==> config.mk <==
export PLATFORM = sky130hd
export DESIGN_NAME = crc_record_validate_decode
export DESIGN_NICKNAME = d
export VERILOG_FILES = /design/src/rtl/crv_pkg.sv /design/src/rtl/crv_front.sv /design/src/rtl/crv_queue.sv /design/src/rtl/crv_back.sv /design/src/rtl/crv_record_top.sv
export SDC_FILE = /design/constraint.sdc
export NUM_CORES = 1
export LEC_CHECK = 0
export ABC_CLOCK_PERIOD_IN_PS = 16900
export BUFFER_PORTS_ARGS = -buffer_cell sky130_fd_sc_hd__buf_4
export CAP_MARGIN = 10
export CORE_MARGIN = 2
export CORE_UTILIZATION = 25
export CTS_BUF_LIST = sky130_fd_sc_hd__clkbuf_16
export DETAILED_ROUTE_END_ITERATION = 6
export GPL_ROUTABILITY_DRIVEN = 0
export PLACE_DENSITY = 0.47
export SLEW_MARGIN = 25
export SYNTH_ARGS = -nofsm -noshare
export SYNTH_HDL_FRONTEND = slang
export SYNTH_HIERARCHICAL = 1
export SYNTH_SLANG_ARGS = --single-unit
==> constraint.sdc <==
create_clock -name clk -period 16.9 [get_ports clk]
set_input_delay 3.38 -clock clk [delete_from_list [all_inputs] [get_ports clk]]
set_output_delay 3.38 -clock clk [all_outputs]
set_load 0.02 [all_outputs]
==> src/rtl/crv_pkg.sv <==
// ----------------------------------------------------------------------------
// crv_pkg - settings record validate/decode shared definitions
// Types, status codes and constants used by the front, queue and back stages.
// ----------------------------------------------------------------------------
package crv_pkg;

  localparam int NEW_SCHEMA_VERSION_DEF = 2;
  localparam int NEW_RECORD_VERSION_DEF = 2;

  localparam logic [7:0] NEW_BODY_SIZE    = 8'd18;
  localparam logic [4:0] NEW_RECORD_SIZE  = 5'd28;
  localparam logic [7:0] OLD_VERSION      = 8'd1;
  localparam logic [7:0] OLD_BODY_SIZE    = 8'd16;
  localparam logic [4:0] OLD_RECORD_SIZE  = 5'd26;
  localparam logic [31:0] CRC_POLY        = 32'hEDB88320;
  localparam logic [15:0] MHZ_MIN         = 16'd320;
  localparam logic [15:0] MHZ_MAX         = 16'd400;
  localparam logic [15:0] GAIN_MIN        = 16'h0100;
  localparam logic [15:0] GAIN_MAX        = 16'h0200;
  localparam logic [7:0] IDLE_MAX         = 8'd60;
  localparam logic [31:0] OUTER_MAGIC     = 32'h5731364D;
  localparam logic [31:0] INNER_MAGIC     = 32'h4331364D;

  localparam logic [2:0] ST_OK       = 3'd0;
  localparam logic [2:0] ST_BAD_LEN  = 3'd1;
  localparam logic [2:0] ST_BAD_MAG  = 3'd2;
  localparam logic [2:0] ST_BAD_VER  = 3'd3;
  localparam logic [2:0] ST_BAD_CRC  = 3'd4;
  localparam logic [2:0] ST_BAD_BODY = 3'd5;

  localparam int QUEUE_DEPTH = 2;

  // captured record, handed from front to back
  typedef struct packed {
    logic [4:0]      count;
    logic            crc_ok;
    logic [11:0][7:0] hdr;
    logic [11:0][7:0] body;
  } rec_t;

  typedef struct packed {
    logic [2:0]  status;
    logic [4:0]  record_length;
    logic [15:0] capabilities;
    logic [3:0]  feature_flags;
    logic [1:0]  spk_path;
    logic        gov_mode;
    logic [1:0]  perf_level;
    logic [8:0]  cpu_mhz;
    logic [9:0]  haptics_gain;
    logic [5:0]  idle_timeout;
    logic        suspend_poweroff;
  } res_t;

  function automatic logic [31:0] crc_byte(input logic [31:0] crc, input logic [7:0] b);
    logic [31:0] c;
    c = crc ^ {24'd0, b};
    for (int k = 0; k < 8; k++) begin
      c = c[0] ? ((c >> 1) ^ CRC_POLY) : (c >> 1);
    end
    return c;
  endfunction

endpackage

==> src/rtl/crv_front.sv <==
// ----------------------------------------------------------------------------
// crv_front - byte capture and running crc
// Counts bytes, updates the crc with the byte leaving the trailer window,
// captures header and body bytes and emits a record on the last byte.
// ----------------------------------------------------------------------------
module crv_front (
  input  logic              clk,
  input  logic              rst_n,
  input  logic              in_valid,
  input  logic [7:0]        in_byte,
  input  logic              in_last,
  output logic              rec_valid,
  output crv_pkg::rec_t     rec
);

  logic [4:0]       cnt_r;
  logic [31:0]      crc_r, crc_nxt;
  logic [31:0]      win_r, win_nxt;
  logic [11:0][7:0] hdr_r, hdr_nxt;
  logic [11:0][7:0] body_r, body_nxt;

  always_comb begin
    hdr_nxt  = hdr_r;
    body_nxt = body_r;
    if (cnt_r < 5'd12) begin
      hdr_nxt[cnt_r[3:0]] = in_byte;
    end else if (cnt_r < 5'd24) begin
      body_nxt[4'(cnt_r - 5'd12)] = in_byte;
    end
    crc_nxt = (cnt_r >= 5'd4) ? crv_pkg::crc_byte(crc_r, win_r[7:0]) : crc_r;
    win_nxt = {in_byte, win_r[31:8]};
  end

  assign rec_valid     = in_valid && in_last;
  assign rec.count     = (cnt_r == 5'd31) ? cnt_r : cnt_r + 5'd1;
  assign rec.crc_ok    = (~crc_nxt) == win_nxt;
  assign rec.hdr       = hdr_nxt;
  assign rec.body      = body_nxt;

  always_ff @(posedge clk) begin
    if (!rst_n || rec_valid) begin
      cnt_r  <= '0;
      crc_r  <= '1;
      win_r  <= '0;
      hdr_r  <= '0;
      body_r <= '0;
    end else if (in_valid) begin
      cnt_r  <= rec.count;
      crc_r  <= crc_nxt;
      win_r  <= win_nxt;
      hdr_r  <= hdr_nxt;
      body_r <= body_nxt;
    end
  end

endmodule

==> src/rtl/crv_queue.sv <==
// ----------------------------------------------------------------------------
// crv_queue - short record queue
// Two-entry fifo between the capture front and the checking back.
// ----------------------------------------------------------------------------
module crv_queue #(
  parameter int DEPTH = crv_pkg::QUEUE_DEPTH
) (
  input  logic          clk,
  input  logic          rst_n,
  input  logic          wr_en,
  input  crv_pkg::rec_t wr_data,
  output logic          full,
  input  logic          rd_en,
  output logic          empty,
  output crv_pkg::rec_t rd_data
);

  localparam int AW = (DEPTH > 1) ? $clog2(DEPTH) : 1;

  crv_pkg::rec_t  mem_r [DEPTH];
  logic [AW-1:0]  wp_r, rp_r;
  logic [AW:0]    cnt_r;

  assign full    = cnt_r == (AW+1)'(DEPTH);
  assign empty   = cnt_r == '0;
  assign rd_data = mem_r[rp_r];

  always_ff @(posedge clk) begin
    if (wr_en && !full) begin
      mem_r[wp_r] <= wr_data;
    end
  end

  always_ff @(posedge clk) begin
    if (!rst_n) begin
      wp_r  <= '0;
      rp_r  <= '0;
      cnt_r <= '0;
    end else begin
      if (wr_en && !full) begin
        wp_r <= (wp_r == AW'(DEPTH - 1)) ? '0 : wp_r + 1'b1;
      end
      if (rd_en && !empty) begin
        rp_r <= (rp_r == AW'(DEPTH - 1)) ? '0 : rp_r + 1'b1;
      end
      cnt_r <= cnt_r + (AW+1)'(wr_en && !full) - (AW+1)'(rd_en && !empty);
    end
  end

  assert property (@(posedge clk) disable iff (!rst_n) cnt_r <= (AW+1)'(DEPTH))
    else $error("queue count overflow");
  assert property (@(posedge clk) disable iff (!rst_n) empty |-> !full)
    else $error("queue both empty and full");
  assert property (@(posedge clk) disable iff (!rst_n)
    (wr_en && !full && !(rd_en && !empty)) |=> !empty)
    else $error("queue empty after write");

endmodule

==> src/rtl/crv_back.sv <==
// ----------------------------------------------------------------------------
// crv_back - record checks and field decode
// Applies the check chain to a captured record and holds one result in an
// output register.
// ----------------------------------------------------------------------------
module crv_back #(
  parameter logic [7:0] NEW_SCHEMA_VERSION = 8'(crv_pkg::NEW_SCHEMA_VERSION_DEF),
  parameter logic [7:0] NEW_RECORD_VERSION = 8'(crv_pkg::NEW_RECORD_VERSION_DEF)
) (
  input  logic          clk,
  input  logic          rst_n,
  input  logic          rec_valid,
  input  crv_pkg::rec_t rec,
  output logic          rec_take,
  output logic          res_valid,
  output crv_pkg::res_t res,
  input  logic          res_pop
);

  logic          val_r;
  crv_pkg::res_t res_r, res_nxt;
  logic [7:0]    ver, osize, iver, isize, route, gov, prof, idle;
  logic [15:0]   mhz, gain;
  logic [4:0]    expect_len;
  logic          pair_ok, inner_ok, range_ok;
  logic [2:0]    st;

  always_comb begin
    ver   = rec.hdr[4];
    osize = rec.hdr[5];
    iver  = rec.hdr[10];
    isize = rec.hdr[11];
    route = rec.body[3];
    gov   = rec.body[4];
    prof  = rec.body[5];
    mhz   = {rec.body[7], rec.body[6]};
    gain  = {rec.body[9], rec.body[8]};
    idle  = (iver == NEW_SCHEMA_VERSION) ? rec.body[10] : 8'd0;
    pair_ok = 1'b1;
    expect_len = crv_pkg::OLD_RECORD_SIZE;
    if (ver == crv_pkg::OLD_VERSION && osize == crv_pkg::OLD_BODY_SIZE) begin
      expect_len = crv_pkg::OLD_RECORD_SIZE;
    end else if (ver == NEW_RECORD_VERSION && osize == crv_pkg::NEW_BODY_SIZE) begin
      expect_len = crv_pkg::NEW_RECORD_SIZE;
    end else begin
      pair_ok = 1'b0;
    end
    inner_ok = ({rec.hdr[9], rec.hdr[8], rec.hdr[7], rec.hdr[6]} == crv_pkg::INNER_MAGIC)
      && ((iver == crv_pkg::OLD_VERSION && isize == crv_pkg::OLD_BODY_SIZE)
       || (iver == NEW_SCHEMA_VERSION && isize == crv_pkg::NEW_BODY_SIZE))
      && (osize >= isize);
    range_ok = (route <= 8'd2) && (gov <= 8'd1) && (prof <= 8'd3)
      && (mhz >= crv_pkg::MHZ_MIN) && (mhz <= crv_pkg::MHZ_MAX)
      && (gain >= crv_pkg::GAIN_MIN) && (gain <= crv_pkg::GAIN_MAX)
      && (idle <= crv_pkg::IDLE_MAX);

    if (rec.count != crv_pkg::NEW_RECORD_SIZE && rec.count != crv_pkg::OLD_RECORD_SIZE) begin
      st = crv_pkg::ST_BAD_LEN;
    end else if ({rec.hdr[3], rec.hdr[2], rec.hdr[1], rec.hdr[0]} != crv_pkg::OUTER_MAGIC) begin
      st = crv_pkg::ST_BAD_MAG;
    end else if (!pair_ok) begin
      st = crv_pkg::ST_BAD_VER;
    end else if (rec.count != expect_len) begin
      st = crv_pkg::ST_BAD_LEN;
    end else if (!rec.crc_ok) begin
      st = crv_pkg::ST_BAD_CRC;
    end else if (!inner_ok || !range_ok) begin
      st = crv_pkg::ST_BAD_BODY;
    end else begin
      st = crv_pkg::ST_OK;
    end

    res_nxt = '0;
    res_nxt.status = st;
    if (st == crv_pkg::ST_OK) begin
      res_nxt.record_length    = rec.count;
      res_nxt.capabilities     = {rec.body[1], rec.body[0]};
      res_nxt.feature_flags    = rec.body[2][3:0];
      res_nxt.spk_path         = route[1:0];
      res_nxt.gov_mode         = gov[0];
      res_nxt.perf_level       = prof[1:0];
      res_nxt.cpu_mhz          = mhz[8:0];
      res_nxt.haptics_gain     = gain[9:0];
      res_nxt.idle_timeout     = idle[5:0];
      res_nxt.suspend_poweroff = (iver == NEW_SCHEMA_VERSION) ? rec.body[11][0] : 1'b0;
    end
  end

  // output register frees whenever it is empty or being popped
  assign rec_take  = rec_valid && (!val_r || res_pop);
  assign res_valid = val_r;
  assign res       = res_r;

  always_ff @(posedge clk) begin
    if (rec_take) begin
      res_r <= res_nxt;
    end
  end

  always_ff @(posedge clk) begin
    if (!rst_n) begin
      val_r <= 1'b0;
    end else if (rec_take) begin
      val_r <= 1'b1;
    end else if (res_pop) begin
      val_r <= 1'b0;
    end
  end

  assert property (@(posedge clk) disable iff (!rst_n)
    (val_r && res_r.status != crv_pkg::ST_OK) |-> res_r.record_length == '0)
    else $error("error result carries fields");
  assert property (@(posedge clk) disable iff (!rst_n)
    (val_r && !res_pop) |=> (val_r && $stable(res_r)))
    else $error("held result changed");
  assert property (@(posedge clk) disable iff (!rst_n)
    (val_r && res_r.status == crv_pkg::ST_OK) |->
    (res_r.record_length == crv_pkg::OLD_RECORD_SIZE
     || res_r.record_length == crv_pkg::NEW_RECORD_SIZE))
    else $error("ok result with bad length");

endmodule

==> src/rtl/crv_record_top.sv <==
// ----------------------------------------------------------------------------
// crc_record_validate_decode - settings record validator and decoder
// Byte-wide front with crc, record queue and checking back with output reg.
// ----------------------------------------------------------------------------
// a last-byte record goes to a queue entry, then into the output register
// throughput: one byte per cycle unless full, back-to-back records included
// the two-entry record queue and output register absorb pop stalls; full
// rises once both queue entries hold records behind a held result
// synchronous active-low reset clears counters, crc, queue and output valid
module crc_record_validate_decode #(
  parameter int NEW_SCHEMA_VERSION = crv_pkg::NEW_SCHEMA_VERSION_DEF,
  parameter int NEW_RECORD_VERSION = crv_pkg::NEW_RECORD_VERSION_DEF
) (
  input  logic        clk,
  input  logic        rst_n,
  input  logic        push,
  output logic        full,
  input  logic [7:0]  in_data_byte,
  input  logic        in_last_byte,
  output logic        empty,
  input  logic        pop,
  output logic [2:0]  out_status,
  output logic [4:0]  out_record_length,
  output logic [15:0] out_capabilities,
  output logic [3:0]  out_feature_flags,
  output logic [1:0]  out_spk_path,
  output logic        out_gov_mode,
  output logic [1:0]  out_perf_level,
  output logic [8:0]  out_cpu_mhz,
  output logic [9:0]  out_haptics_gain,
  output logic [5:0]  out_idle_timeout,
  output logic        out_suspend_poweroff
);

  logic          f_valid, q_full, q_empty, take, r_valid;
  crv_pkg::rec_t f_rec, q_rec;
  crv_pkg::res_t r;

  assign full = q_full;

  crv_front u_front (
    .clk       (clk),
    .rst_n     (rst_n),
    .in_valid  (push && !q_full),
    .in_byte   (in_data_byte),
    .in_last   (in_last_byte),
    .rec_valid (f_valid),
    .rec       (f_rec)
  );

  crv_queue u_queue (
    .clk     (clk),
    .rst_n   (rst_n),
    .wr_en   (f_valid),
    .wr_data (f_rec),
    .full    (q_full),
    .rd_en   (take),
    .empty   (q_empty),
    .rd_data (q_rec)
  );

  crv_back #(
    .NEW_SCHEMA_VERSION (8'(NEW_SCHEMA_VERSION)),
    .NEW_RECORD_VERSION (8'(NEW_RECORD_VERSION))
  ) u_back (
    .clk       (clk),
    .rst_n     (rst_n),
    .rec_valid (!q_empty),
    .rec       (q_rec),
    .rec_take  (take),
    .res_valid (r_valid),
    .res       (r),
    .res_pop   (pop)
  );

  assign empty                = !r_valid;
  assign out_status           = r.status;
  assign out_record_length    = r.record_length;
  assign out_capabilities     = r.capabilities;
  assign out_feature_flags    = r.feature_flags;
  assign out_spk_path         = r.spk_path;
  assign out_gov_mode         = r.gov_mode;
  assign out_perf_level       = r.perf_level;
  assign out_cpu_mhz          = r.cpu_mhz;
  assign out_haptics_gain     = r.haptics_gain;
  assign out_idle_timeout     = r.idle_timeout;
  assign out_suspend_poweroff = r.suspend_poweroff;

endmodule
Word-level counts from Yosys, hierarchy flattened
Memory sizes are Yosys's and may differ from the RTL's. A register that Yosys moved wholly into a read port is not among the register bits.
Index checks and enable logic that the tools add are counted.
{ "word_totals": {"ram_bits": 396, "wordCells": 164, "mem_count": 1, "out_inout_bits": 61, "register_bits": 325} }
{ "classes": {"bitwise": 10, "n_reduce_logical": 35, "n_eq_ne": 16, "add_sub_neg": 6, "magnitude_cmp": 16, "muxes": 38} }
{ "memory_table": {"columns": ["name", "depth", "width", "read_ports", "rd_clocked_by_memory_dff", "write_ports", "line_no", "source"], "rows": [
  ["u_queue.mem_r", 2, 198, 1, 1, 1, "crv_queue.sv:20", "crv_pkg::rec_t mem_r [DEPTH];"]
]} }
{ "op_table": {"columns": ["op", "n"], "rows": [
  ["32-bit 2-to-1 mux", 9],
  ["96-bit 2-to-1 mux", 3],
  ["96-bit bitwise mux", 2],
  ["13-bit NOT with 14-bit output", 8],
  ["8-bit demux with 4-bit select", 2],
  ["32-bit by 31-bit equality test with 1-bit output, second input constant", 1],
  ["32-bit equality test", 1],
  ["8-bit by 5-bit equality test with 1-bit output, second input constant", 4],
  ["16-bit by 9-bit >= comparator with 1-bit output, second input constant", 2],
  ["32-bit by 31-bit != test with 1-bit output, second input constant", 1],
  ["32-bit NOT", 1],
  ["32-bit by 8-bit bitwise XOR with 32-bit output", 1],
  ["8-bit 2-to-1 mux", 3],
  ["1-bit logical AND", 21],
  ["3-bit 2-to-1 mux", 7],
  ["8-bit by 1-bit equality test with 1-bit output, second input constant", 2],
  ["8-bit by 2-bit equality test with 1-bit output, second input constant", 2],
  ["16-bit by 10-bit <= comparator with 1-bit output, second input constant", 1],
  ["16-bit by 9-bit <= comparator with 1-bit output, second input constant", 1],
  ["8-bit by 2-bit <= comparator with 1-bit output, second input constant", 2],
  ["4-bit by 5-bit < comparator with 1-bit output, second input constant", 2],
  ["1-bit 2-to-1 mux", 10],
  ["5-bit 2-to-1 mux", 2],
  ["5-bit != test, second input constant", 2],
  ["21 further kinds", 31]
]} }

Logic depth before layout (Yosys ltp)
Gate-level depths: netlist (run 1).
{ "depth": {"depth_word": 20, "depth_mapped": 13} }

Cells and area by module
The synthesis (run 1) kept the hierarchy.
{ "by_module_without_submodules": {"columns": ["mod", "seq_area_each_um2", "instances", "cells_per_inst", "area_per_inst_um2"], "rows": [
  ["crv_queue", 11991.5, 1, 641, 14939.3],
  ["crv_front", 5225.0, 1, 1451, 13442.9],
  ["crv_back", 1791.7, 1, 230, 2967.8],
  ["crc_record_validate_decode", 0.0, 1, 3, 21.3]
]} }

Worst setup path before layout (run 1)
No wires, ideal clock.
{ "synth_timing": {"kind": "input-to-reg", "from": "input push", "to": "memory u_queue/mem_r[0][0] in the netlist's numbering (enable)", "setup_time_ns": 0.759, "t_arrival_ns": 12.125, "path_stages": 6, "required_ns": 16.141, "slack_ns": 4.015, "cell_sequence": "nor2b_4 > clkbuf_1 > nand2_1 > inv_1 > nand2_1 > nor2_1"} }
{ "synth_between": {"elab_chain_len": 5} }
{ "synth_lines": {"columns": ["element", "line_no", "source"], "rows": [
  ["from (decl)", "crv_record_top.sv:16", "input logic push,"],
  ["1-bit logical AND", "crv_record_top.sv:44", ".in_valid (push && !q_full),"],
  ["1-bit logical AND", "crv_front.sv:34", "assign rec_valid = in_valid && in_last;"],
  ["net f_valid", "crv_record_top.sv:35", "logic f_valid, q_full, q_empty, take, r_valid;"],
  ["1-bit logical AND", "crv_queue.sv:29", "if (wr_en && !full) begin"],
  ["1-bit 2-to-1 mux", "crv_queue.sv:29", null],
  ["1-bit 2-to-1 mux (implied by the code)", "crv_queue.sv:30", "mem_r[wp_r] <= wr_data;"],
  ["to (decl)", "crv_queue.sv:20", null]
]} }
The timed path passes the listed nets, and every way through them passes these cells.

Final worst setup path (run 1)
{ "layout_timing": {"from": "input push", "to": "memory u_queue/mem_r[1][132] in the netlist's numbering (enable)"} }
Same word-level chain as after synthesis.

==> qor.yml, run 1 <==
leakage_nw: 13.0
multi_input_area_um2: 11300
clk_latency_ps: 630
grt_antenna_before_repair: 4
drc: 0
slew_headroom_pct: 24.6
grt_pass1_vias: 17632
wirelength_um: 70300
whs_ps: 477
status: "complete, no violations"
track_usage_pct: 11.4
num_vias: 17180
hold_violations: 0
h-tree-depth: 3
crit_fanout: 126
critical_path_class: "input pin to flip-flop"
grt_first_pass_wirelength_um: 107000
seqCellArea_um2: 18100
cts_buffers: 78
die_x_um: 351
syn_area_per_cell_um2: 13.4
crit_path_end_kind: "flip-flop"
irDropWorstVdd_v: 0.000114
grt_max_degree: 142
io_pins: 74
powerDensity_nw_per_um2: 147
cts.sinks: 689
fill_cells: 11981
hpwl_um: 39600
cts_tree: "yes"
viasPerCell: 4.35
min_period_over_period_pct: 38.7
setup_viol: 0
maxCapViolations: 0
area_growth_pct: 15.5
layout-drive-gt1-share_pct: 25.8
cts_setup_buffers: 0
skew_ps: 29.1
dr_wl_met2_um: 32500
rows: 127
clockBufferDepth: 3
drt_pass1_iterations: 5
hp-class: "flip-flop to flip-flop"
cp.arrival_ps: 6780
slew_viol_final: 0
placement.io_buffers: 73
drt_iter0_drc: 1156
wl_met1_um: 33200
die_height_um: 351
syn_inst: 2237
antenna_left: 0
fmax_mhz: 153
cts.hold.buffers_added: 0
fin_tns_setup_ps: 0
synthesis.nets: 2264
overflow: 0
start_util_pct: 25.1
synth_area_um2: 30100
routedWlPerCell_um: 17.8
cts-root-buf: "clkbuf_16"
die-area_um2: 123000
crit_required_ps: 17140
cts-resized-gates: 0
yosys_warnings: 6
highest_layer: "met4"
worst_slew_pin_slew_ps: 1130
path_clk_slew_ps: 60
start_kind: "input pin"
finalCriticalPeriod_ps: 6530
wl_met3_um: 2780
coreArea_um2: 120000
nNetsFinal: 2297
rsz0062_at_grt: "no"
[sequential cells by signal, indices dropped and copies added (netlist names), named ones only]
signal            flops
u_back/res           59
u_back/res_valid      1
u_front/body_r       85
u_front/cnt_r         5
u_front/crc_r        32
u_front/hdr_r        96
u_front/win_r        32
u_queue/cnt_r         2
u_queue/mem_r       374
u_queue/rp_r          1
u_queue/wp_r          1
[worst max-delay path: stages]
cell and delay [ps]:
buf_4 80, nor2b_4 140, buf_12 490, nand2_1 260, inv_1 150, and3_4 700, buf_6 690, buf_6 710
[worst paths after layout]
path / start / to / slack (ps) / cells after the start
worst max register to register: flip-flop / u_back/res[30] / 11310 / 9
worst max-delay path: push / u_queue/mem_r[1][132] / 10370 / 8
worst min-delay path: u_front/body_r[54] / u_front/body_r[54] / 480 / 2
worst min register to register: u_front/body_r[54] / u_front/body_r[54] / 480 / 2
[stage by stage]
stage	utilization [%]	power (W)	cells	instance area (um2)	setup slack, ps
after detailed placement	26.9	0.00350	3802	32200	9030
after floorplan	-	0.00316	2237	30100	4490
after global routing	29.0	0.00535	3946	34700	10060
after CTS	29.0	0.00517	3946	34700	9700
final	29.0	0.00509	3948	34700	10370
after global placement	26.9	0.00347	3802	32200	9090
[where the power goes]
| part | internal (W) | switching [W] | total, W |
|---|---|---|---|
| clock network | 0.000969 | 0.000680 | 0.00165 |
| logic | 0.000546 | 0.000706 | 0.00125 |
| registers | 0.00208 | 0.000105 | 0.00219 |
[layout by cell type (no fill, tap or decap), types with 47 or more instances in the layout]
master     count
dfxtp_1      255
xnor2_1       47
clkbuf_16     82
nor2_1       326
buf_4         87
mux2i_1      148
edfxtp_1     433
nand2_1       66
and2_1        50
nor3_1        80
mux2_4        94
mux2_2       268
[area by class of cell]
type | count | area share, %
inverter | 20 | 0.216
multi-input combinational | 1388 | 32.4
sequential | 689 | 52.2
clock buffer | 82 | 5.91
clock inverter | 62 | 1.29
timing repair buffer | 93 | 2.15
antenna | 2 | 0.0144
tap | 1612 | 5.81
[metal layers]
layer / global-route usage [%] / vias to the layer above
li1: - / 8166
met1: 15.2 / 8598
met2: 18.7 / 320
met3: 1.83 / 96
met4: 3.71 / 0
met5: 0 / -
Note: power is estimated with default switching activity, not from simulation.
==> run 2, diff against run 1 <==
--- a/config.mk
+++ b/config.mk
@@ -5,7 +5,8 @@
 export SDC_FILE = /design/constraint.sdc
 export NUM_CORES = 1
 export LEC_CHECK = 0
-export ABC_CLOCK_PERIOD_IN_PS = 16900
+export ABC_AREA = 1
+export ABC_CLOCK_PERIOD_IN_PS = 6800
 export BUFFER_PORTS_ARGS = -buffer_cell sky130_fd_sc_hd__buf_4
 export CAP_MARGIN = 10
 export CORE_MARGIN = 2
==> constraint.sdc (replaced) <==
create_clock -name clk -period 6.8 [get_ports clk]
set_input_delay 1.36 -clock clk [delete_from_list [all_inputs] [get_ports clk]]
set_output_delay 1.36 -clock clk [all_outputs]
set_load 0.02 [all_outputs]
==> run 2 against run 1 <==
Effect of this change: largest cell class unchanged; clock skew shrank 4.4 ps; setup slack lost 7700 ps; total power grew to 2.5 times the previous value; critical path depth grew 6; highest routed layer unchanged; register-to-register slack lost 8600 ps; synthesized cell count grew 49%; clock power grew 140%; via count grew 26%.
==> qor.yml, run 2 <==
cts_buffers: 76
rows: 129
area_growth_pct: 14.2
slowest_delay_ps: 880
hpwl_um: 44300
syn_inst: 3343
min_period_over_period_pct: 60.5
crit_chain: "buf_4 > buf_4 > mux2_4 > inv_1 > nand2_1 > nor2_1 > nand2_1 > nor2_1 > nand3_1 > nor2_1 > nand4_1 > a21oi_2 > nand2_4 > nor2_1"
path_clk_slew_ps: 60
worst_slew_pin_slew_ps: 1070
setup_viol: 0
cp.arrival_ps: 4570
track_usage_pct: 12.0
die_x_um: 358
num_vias: 21679
fin_cells: 5058
fmax_mhz: 243
postLayoutCellArea_um2: 35700
h-tree-depth: 3
cpMaxStageDelayCell: "dfxtp_4"
cts_setup_buffers: 0
layout-drive-gt1-share_pct: 13.6
wl_met3_um: 2840
placed_cell_area_um2: 33400
r2r-end: "u_back/res[18]"
crit_path_end_kind: "flip-flop"
clk_latency_ps: 640
setup_ws_ps: 2690
nNetsFinal: 3382
final_common_cell: "nand2_1"
grt_pass1_vias: 20610
place_inst: 4914
holdPathStages: 2
cts.sinks: 689
fin_tns_setup_ps: 0
cts.hold.buffers_added: 0
largest_reg_flops: 374
reg.largest.list: "u_queue/mem_r: 374 flops, u_front/hdr_r: 96 flops, u_front/body_r: 85 flops"
die-area_um2: 128000
post-place-ws_ps: 2570
antenna_left: 0
coreArea_um2: 124000
synthesis.nets: 3370
fill_cells: 13127
routedWlPerCell_um: 15.3
ff2ff_path_depth: 14
mostFrequentLayoutCells: "718 x nand2_1, 474 x nor2_1, 433 x edfxtp_1"
dr_wl_met2_um: 35500
cts_tree: "yes"
finalCriticalPeriod_ps: 4110
slew_viol_final: 0
crit_fanout: 55
drt_pass1_iterations: 5
status: "complete, no violations"
crit_top_cell: "nor2_1"
yosys_warnings: 6
skew_ps: 24.8
clockBufferDepth: 3
rsz0062_at_grt: "no"
cts-resized-gates: 0
grt_antenna_before_repair: 6
grt_first_pass_wirelength_um: 120000
io_pins: 74
highest_layer: "met4"
start_kind: "flip-flop"
slew_headroom_pct: 28.4
multi_input_area_um2: 10800
viasPerCell: 4.29
irDropWorstVdd_v: 0.000185
hp-class: "flip-flop to flip-flop"
finalPower_w: 0.0130
cts-root-buf: "clkbuf_16"
start_util_pct: 25.2
seqCellArea_um2: 18100
regMostFlops: "u_queue/mem_r"
powerDensity_nw_per_um2: 363
critical_path_class: "flip-flop to flip-flop"
overflow: 0
hold_path_end: "u_front/crc_r[28]"
syn_area_per_cell_um2: 9.36
crit_required_ps: 7260
drt_iter0_drc: 1473
grt_max_degree: 198
synth_area_um2: 31300
leakage_nw: 15.1
hold_violations: 0
wl_met1_um: 37600
die_height_um: 358
wirelength_um: 77300
drc: 0
min-delay-start: "u_front/crc_r[28]"
maxCapViolations: 0
rrSetupSlack_ps: 2690
placement.io_buffers: 73
==> run 2: layout make-up <==
type	instances	area share, %
diodes	2	0.0140
well taps	1637	5.73
inverters	410	4.37
clock buffers	79	5.53
flip-flops and latches	689	50.8
clock inverters	63	1.04
repair buffers	100	2.28
multi-input cells	2078	30.3
==> run 2: layer usage <==
layer / vias up / GRT usage (%)
li1: 10940 / -
met1: 10294 / 16.6
met2: 352 / 19.8
met3: 93 / 1.84
met4: 0 / 2.74
met5: - / 0
==> run 2: stage by stage <==
step	util, %	hold slack [ps]
detailed placement	26.9	467
global placement	26.9	457
finish	28.8	485
CTS	28.8	483
global route	28.8	516
floorplan	-	443
==> run 2: worst max-delay path by stage <==
stage	start	end	slack, ps	cells past startpoint
2_1_floorplan	push	u_queue/mem_r[1][0]	700	7
3_5_place_dp	flip-flop	u_back/res[18]	2570	14
3_3_place_gp	flip-flop	u_back/res[19]	2690	14
5_1_grt	flip-flop	u_back/res[18]	2310	14
6_report	flip-flop	u_back/res[18]	2690	14
4_1_cts	flip-flop	u_back/res[18]	2570	14
==> run 2: worst max-delay path, delay by kind of cell, from the launching register on <==
kind            cells  cell delay (ps)
simple gates        9             1500
buf+inv             3              910
flops               1              880
mux                 1              330
compound gates      1              200
==> run 2: power by group <==
| part | internal, W | switching [W] | total (W) | leakage (nW) |
|---|---|---|---|---|
| clock network | 0.00216 | 0.00173 | 0.00389 | 1.22 |
| registers | 0.00527 | 0.000272 | 0.00554 | 6.18 |
| logic | 0.00128 | 0.00224 | 0.00352 | 7.72 |
| total | 0.00871 | 0.00424 | 0.0130 | 15.1 |
